### config.mk
export PLATFORM = sky130hd
export DESIGN_NAME = vsr_ctrl
export DESIGN_NICKNAME = d
export VERILOG_FILES = /design/src/rtl/vsr_pkg.sv /design/src/rtl/vsr_ctrl.sv
export SDC_FILE = /design/constraint.sdc
export NUM_CORES = 1
export LEC_CHECK = 0
export BUFFER_PORTS_ARGS = -buffer_cell sky130_fd_sc_hd__clkbuf_2
export CORE_AREA = 2 2 39 41
export CTS_CLUSTER_SIZE = 30
export DETAILED_ROUTE_END_ITERATION = 6
export DIE_AREA = 0 0 41 43
export HOLD_SLACK_MARGIN = 0.03
export PLACE_DENSITY = 0.51
export SYNTH_ARGS = -nofsm -noshare
export SYNTH_HDL_FRONTEND = slang
export SYNTH_SLANG_ARGS = --single-unit
### constraint.sdc
create_clock -name clk -period 2.3 [get_ports clk]
set_input_delay 0.345 -clock clk [delete_from_list [all_inputs] [get_ports clk]]
set_output_delay 0.345 -clock clk [all_outputs]
set_load 0.02 [all_outputs]
### src/rtl/vsr_pkg.sv
// Shared types and constants of the voxel shape rasterizer.
package vsr_pkg;

	// Command kinds carried in s_tuser
	localparam logic [3:0] KIND_PUT_VOXEL     = 4'd0;
	localparam logic [3:0] KIND_CUT_VOXEL     = 4'd1;
	localparam logic [3:0] KIND_PUT_BOX       = 4'd2;
	localparam logic [3:0] KIND_CUT_BOX       = 4'd3;
	localparam logic [3:0] KIND_PUT_SPHERE    = 4'd4;
	localparam logic [3:0] KIND_CUT_SPHERE    = 4'd5;
	localparam logic [3:0] KIND_PUT_ELLIPSOID = 4'd6;
	localparam logic [3:0] KIND_CUT_ELLIPSOID = 4'd7;

	// Configuration register indexes
	localparam logic [2:0] CFG_BOX_ROWS    = 3'd0;
	localparam logic [2:0] CFG_BOX_COLS    = 3'd1;
	localparam logic [2:0] CFG_BOX_PLANES  = 3'd2;
	localparam logic [2:0] CFG_SPHERE_R    = 3'd3;
	localparam logic [2:0] CFG_ELL_ROW_R   = 3'd4;
	localparam logic [2:0] CFG_ELL_COL_R   = 3'd5;
	localparam logic [2:0] CFG_ELL_PLANE_R = 3'd6;
	localparam logic [2:0] CFG_DRAW_COLOR  = 3'd7;

	localparam logic [31:0] DRAW_COLOR_RST = 32'd255;

	typedef enum logic [3:0] {
		ST_CLEAR,
		ST_IDLE,
		ST_SETUP_A,
		ST_SETUP_B,
		ST_SETUP_C,
		ST_SCAN,
		ST_DRAIN,
		ST_READ,
		ST_RESP
	} vsr_state_t;

	typedef struct packed {
		logic capture;
		logic clr_step;
		logic setup_a;
		logic setup_b;
		logic setup_c;
		logic scan_en;
		logic read_en;
		logic out_load;
	} vsr_cmd_t;

	typedef struct packed {
		logic clr_last;
		logic skip;
		logic scan_last;
		logic pipe_busy;
		logic out_full;
	} vsr_stat_t;

endpackage

### src/rtl/vsr_ctrl.sv
// Controller state machine of the voxel shape rasterizer.
module vsr_ctrl (
	input  logic                clk,
	input  logic                arst_n,
	input  logic                in_valid,
	output logic                in_ready,
	input  vsr_pkg::vsr_stat_t  stat,
	output vsr_pkg::vsr_cmd_t   cmd
);

	vsr_pkg::vsr_state_t state_q, state_nx;

	always_ff @(posedge clk or negedge arst_n) begin
		if (!arst_n) begin
			state_q <= vsr_pkg::ST_CLEAR;
		end else begin
			state_q <= state_nx;
		end
	end

	always_comb begin
		state_nx = state_q;
		cmd      = '0;
		in_ready = 1'b0;
		unique case (state_q)
			vsr_pkg::ST_CLEAR: begin
				cmd.clr_step = 1'b1;
				if (stat.clr_last) state_nx = vsr_pkg::ST_IDLE;
			end
			vsr_pkg::ST_IDLE: begin
				in_ready = 1'b1;
				if (in_valid) begin
					cmd.capture = 1'b1;
					state_nx    = vsr_pkg::ST_SETUP_A;
				end
			end
			vsr_pkg::ST_SETUP_A: begin
				cmd.setup_a = 1'b1;
				state_nx = stat.skip ? vsr_pkg::ST_READ : vsr_pkg::ST_SETUP_B;
			end
			vsr_pkg::ST_SETUP_B: begin
				cmd.setup_b = 1'b1;
				state_nx    = vsr_pkg::ST_SETUP_C;
			end
			vsr_pkg::ST_SETUP_C: begin
				cmd.setup_c = 1'b1;
				state_nx    = vsr_pkg::ST_SCAN;
			end
			vsr_pkg::ST_SCAN: begin
				cmd.scan_en = 1'b1;
				if (stat.scan_last) state_nx = vsr_pkg::ST_DRAIN;
			end
			vsr_pkg::ST_DRAIN: begin
				// wait for the last writes to land
				if (!stat.pipe_busy) state_nx = vsr_pkg::ST_READ;
			end
			vsr_pkg::ST_READ: begin
				cmd.read_en = 1'b1;
				state_nx    = vsr_pkg::ST_RESP;
			end
			vsr_pkg::ST_RESP: begin
				if (!stat.out_full) begin
					cmd.out_load = 1'b1;
					state_nx     = vsr_pkg::ST_IDLE;
				end
			end
			default: state_nx = vsr_pkg::ST_CLEAR;
		endcase
	end

endmodule

# ---- Yosys cells after proc, flatten, opt, wreduce, memory -nomap -nowiden
# Cells that the tools add are included.
dict set report word_totals {
  input_bits 8
  reg_bits 4
}
dict set report op_classes {
  n_reduce_logical 2
  n_mux 18
  n_eq_ne 13
}
# op count
set ops {}
lappend ops {{one-hot mux 4 bit (9 select lines)} 1}
lappend ops {{two-way mux 4 bit} 5}
lappend ops {{== test 4 x 3 -> 1 bit, second input constant} 4}
lappend ops {{two-way mux 1 bit} 11}
lappend ops {{inequality test 2 bit, second input constant} 5}
lappend ops {{== test 4 x 2 -> 1 bit, second input constant} 2}
lappend ops {{AND reduction 5 bit} 1}
lappend ops {{== test 4 x 1 -> 1 bit, second input constant} 1}
lappend ops {{== test 4 bit, second input constant} 1}
lappend ops {{logical NOT 4 bit} 1}
lappend ops {{two-way mux 3 bit} 1}

# ---- Longest topological paths before layout
dict set report depth {
  depth_word 3
  mapped_depth 4
}

# ---- Worst setup path after synthesis
# No wires, ideal clock.
dict set report synth_path {
  path_type {register to output}
  startpoint {register state_q[1]}
  endpoint {output cmd[6] in the netlist's numbering}
  slack_ns 0.723
  required_ns 1.955
  path_stages_with_launch 3
  t_arrival_ns 1.232
  path_cell_list {dfrtp_1 buf_6 nor4_1}
}
# item line_no
set synth_rtl {}
lappend synth_rtl {{start, declared} vsr_ctrl.sv:11} ;# vsr_pkg::vsr_state_t state_q, state_nx;
lappend synth_rtl {{start signal, assigned} vsr_ctrl.sv:15} ;# state_q <= vsr_pkg::ST_CLEAR;
lappend synth_rtl {{start signal, assigned} vsr_ctrl.sv:17} ;# state_q <= state_nx;
lappend synth_rtl {{end, declared} vsr_ctrl.sv:8} ;# output vsr_pkg::vsr_cmd_t cmd

==> flow_metrics.env <==
export IMPL_period_share_pct=78.48
export IMPL_grt_use_met2_pct=15.00
export IMPL_leakage_uw=0.0002180
export IMPL_start_kind="register"
export IMPL_async_reset_ff_share_pct=100.0
export IMPL_muxShareOfSynthArea_pct=2.749
export IMPL_cpPeakStageDelay_ns=0.52
export IMPL_hp_class="input port to register"
export IMPL_synth_fa_ha_area_share_pct=0
export IMPL_drt_iter0_markers=3
export IMPL_clk_latency_ns=0.24
export IMPL_outcome="completed"
export IMPL_antenna_found_initial=0
export IMPL_cts_max_level=1
export IMPL_top_usage_layer="met2"
export IMPL_gr_usage_met1_pct=13.64
export IMPL_viasPerCell=4.714
export IMPL_cts_resized=0
export IMPL_synth_largest_area_cell="dfrtp_1"
export IMPL_critical_path_buf_inv_count=1
export IMPL_die_x_um=41
export IMPL_synth_edf_count=0
export IMPL_hpwl_um=579.5
export IMPL_first_pass_iters=4
export IMPL_routed_wl_um=758
export IMPL_track_usage_pct=11.18
export IMPL_min_period_ns=1.805
export IMPL_synth_nets=46
export IMPL_port_buffers=16
export IMPL_postCtsHoldBufs=1
export IMPL_cts_sinks=4
export IMPL_cts_buffers=3
export IMPL_regMostFlops="state_q"
export IMPL_critPathCaptureType="output port"
export IMPL_place_congestion=0.6869
export IMPL_setup_viol=0
export IMPL_reg_top3="state_q (4)"
export IMPL_critPathRequiredTime_ns=1.96
export IMPL_rows=14
export IMPL_irDropWorstVdd_mv=0.5093
export IMPL_largest_reg_flops=4
export IMPL_drv_cap=0
export IMPL_grt_max_degree=14
export IMPL_worst_pin_slew_ns=0.4905
export IMPL_cts_clk_slew_worst_paths_ns=0.04
export IMPL_ios=17
export IMPL_grt_overflow_total=0
export IMPL_crit_type="register to output port"
export IMPL_ant_nets=0
export IMPL_synth_top_family_by_area="simple AND/OR/NAND/NOR gates"
export IMPL_hold_violations=0
export IMPL_yosysWarnings=0
export IMPL_cts_setup_buffers=0
export IMPL_total_power_uw=635.5
export IMPL_cts_buffer_depth=2
export IMPL_rsz0062_at_grt="false"
export IMPL_die_h_um=43
export IMPL_antenna_cells=0
export IMPL_synth_seq_area_share_pct=27.49
export IMPL_core_um2=1384
export IMPL_final_nets=64
export IMPL_synth_top_area_share_pct=27.49
export IMPL_crit_slowest_cell="dfrtp_1"
export IMPL_dieArea_um2=1763
export IMPL_synth_simple_area_share_pct=41.58
export IMPL_synth_area_per_cell_um2=9.582
export IMPL_syn_cell_area_um2=364.1
export IMPL_cp_top_family="simple AND/OR/NAND/NOR gates"
export IMPL_skew_ns=0.002037
export IMPL_finalNonFillerCells=70
export IMPL_grt_pass1_vias=309
export IMPL_cellPowerDensity_nw_per_um2=1384
export IMPL_ys_ff_latch=4
export IMPL_cts_tree="built"
export IMPL_drc=0
export IMPL_final_util_pct=33.18
export IMPL_arrival_ns=1.46
export IMPL_initial_utilization_pct=26.31
export IMPL_place_inst=66
export IMPL_synth_cell_type_count=23
export IMPL_tns_ns=0
export IMPL_synthTopCellsByArea="dfrtp_1, nor4b_4, buf_6"
export IMPL_slew_violations=0
export IMPL_max_freq_mhz=554.0
export IMPL_use_met3_pct=3.141
export IMPL_synth_xor_area_share_pct=0
export IMPL_grt_first_pass_wirelength_um=1283
export IMPL_drt_wirelength_per_cell_um=10.83
export IMPL_area_growth_pct=26.12
export IMPL_root_buffer="clkbuf_4"
export IMPL_ys_flop_type="dfrtp_1"
export IMPL_crit_fanout=11
export IMPL_drive_above_1_share_pct=48.15
export IMPL_cp_cell_sequence="nand2b_1, nor3_2, and2_1, clkbuf_2"
export IMPL_synth_compound_area_share_pct=17.87
export IMPL_postSynthCellCount=38
export IMPL_vias=330
export IMPL_timing_slew_headroom_pct=67.30
[worst paths after layout]
check                            from          to  cells past startpoint  slack (ns)
max in group asynchronous      arst_n  state_q[3]                      2        1.74
min in group asynchronous      arst_n  state_q[0]                      2        0.44
min                           stat[0]  state_q[3]                      2        0.37
min reg2reg                state_q[3]  state_q[2]                      1        0.68
max reg2reg                state_q[2]  state_q[1]                      3        1.06
max                        state_q[1]      cmd[7]                      4        0.49
[metal layers]
| metal | vias to the layer above | part of all wire (%) |
|---|---|---|
| met3 | 2 | 4.6 |
| met4 | 0 | 1.3 |
| met2 | 10 | 51 |
| met1 | 151 | 43 |
| li1 | 167 | - |
| met5 | - | 0 |
[cell type report]
| cell class | instances | area, um2 |
|---|---|---|
| fill | 161 | 924.6 |
| multi-input combinational | 30 | 226.5 |
| sequential | 4 | 100.1 |
| timing repair buffer | 17 | 90.09 |
| clock buffer | 3 | 22.52 |
| tap | 16 | 20.02 |
[cell usage after synthesis (all sizes together), types with 2 or more instances]
cell    count
a21oi       2
nand2       2
o21ai       2
nand2b      3
nor3        4
nor4b       2
nor2        4
dfrtp       4
buf         4
[power by group]
part / total [uW] / switching [uW] / internal [uW] / leakage (uW)
clock network: 89.1 / 30.6 / 58.5 / 0.0000138
registers: 212 / 111 / 101 / 0.0000500
logic: 335 / 183 / 151 / 0.000154
[through the flow]
step / area [um2] / hold WS [ns] / setup slack, ns
after global placement: 426.7 / 0.1523 / 0.7486
after global routing: 459.2 / 0.3928 / 0.3813
after floorplan: 364.1 / 0.04941 / 0.7230
after detailed placement: 426.7 / 0.1514 / 0.7342
after CTS: 459.2 / 0.3732 / 0.4764
final: 459.2 / 0.3727 / 0.4949
[kinds of logic after synthesis]
family | after synthesis
multiplexers | 1
AO/OA/AOI/OAI | 8
flip-flops | 4
AND/OR/NAND/NOR | 21
buffers and inverters | 4
[placed cells by master, fill, tap and decap left out]
cell	n
clkbuf_2	16
nor2_1	4
dfrtp_1	4
nand2b_1	3
nor3_1	3
clkbuf_4	3
nand2_1	2
nor4b_4	2
a21oi_2	2
nor3_2	1
and2_1	1
nor4_1	1
and2b_1	1
nand3_1	1
o31ai_1	1
o22ai_1	1
a211oi_2	1
o21ai_2	1
or2_1	1
mux2i_1	1
o21ai_1	1
nor2b_1	1
a21o_1	1
dlygate4sd3_1	1
No activity file was read; power rests on OpenSTA's default activity.
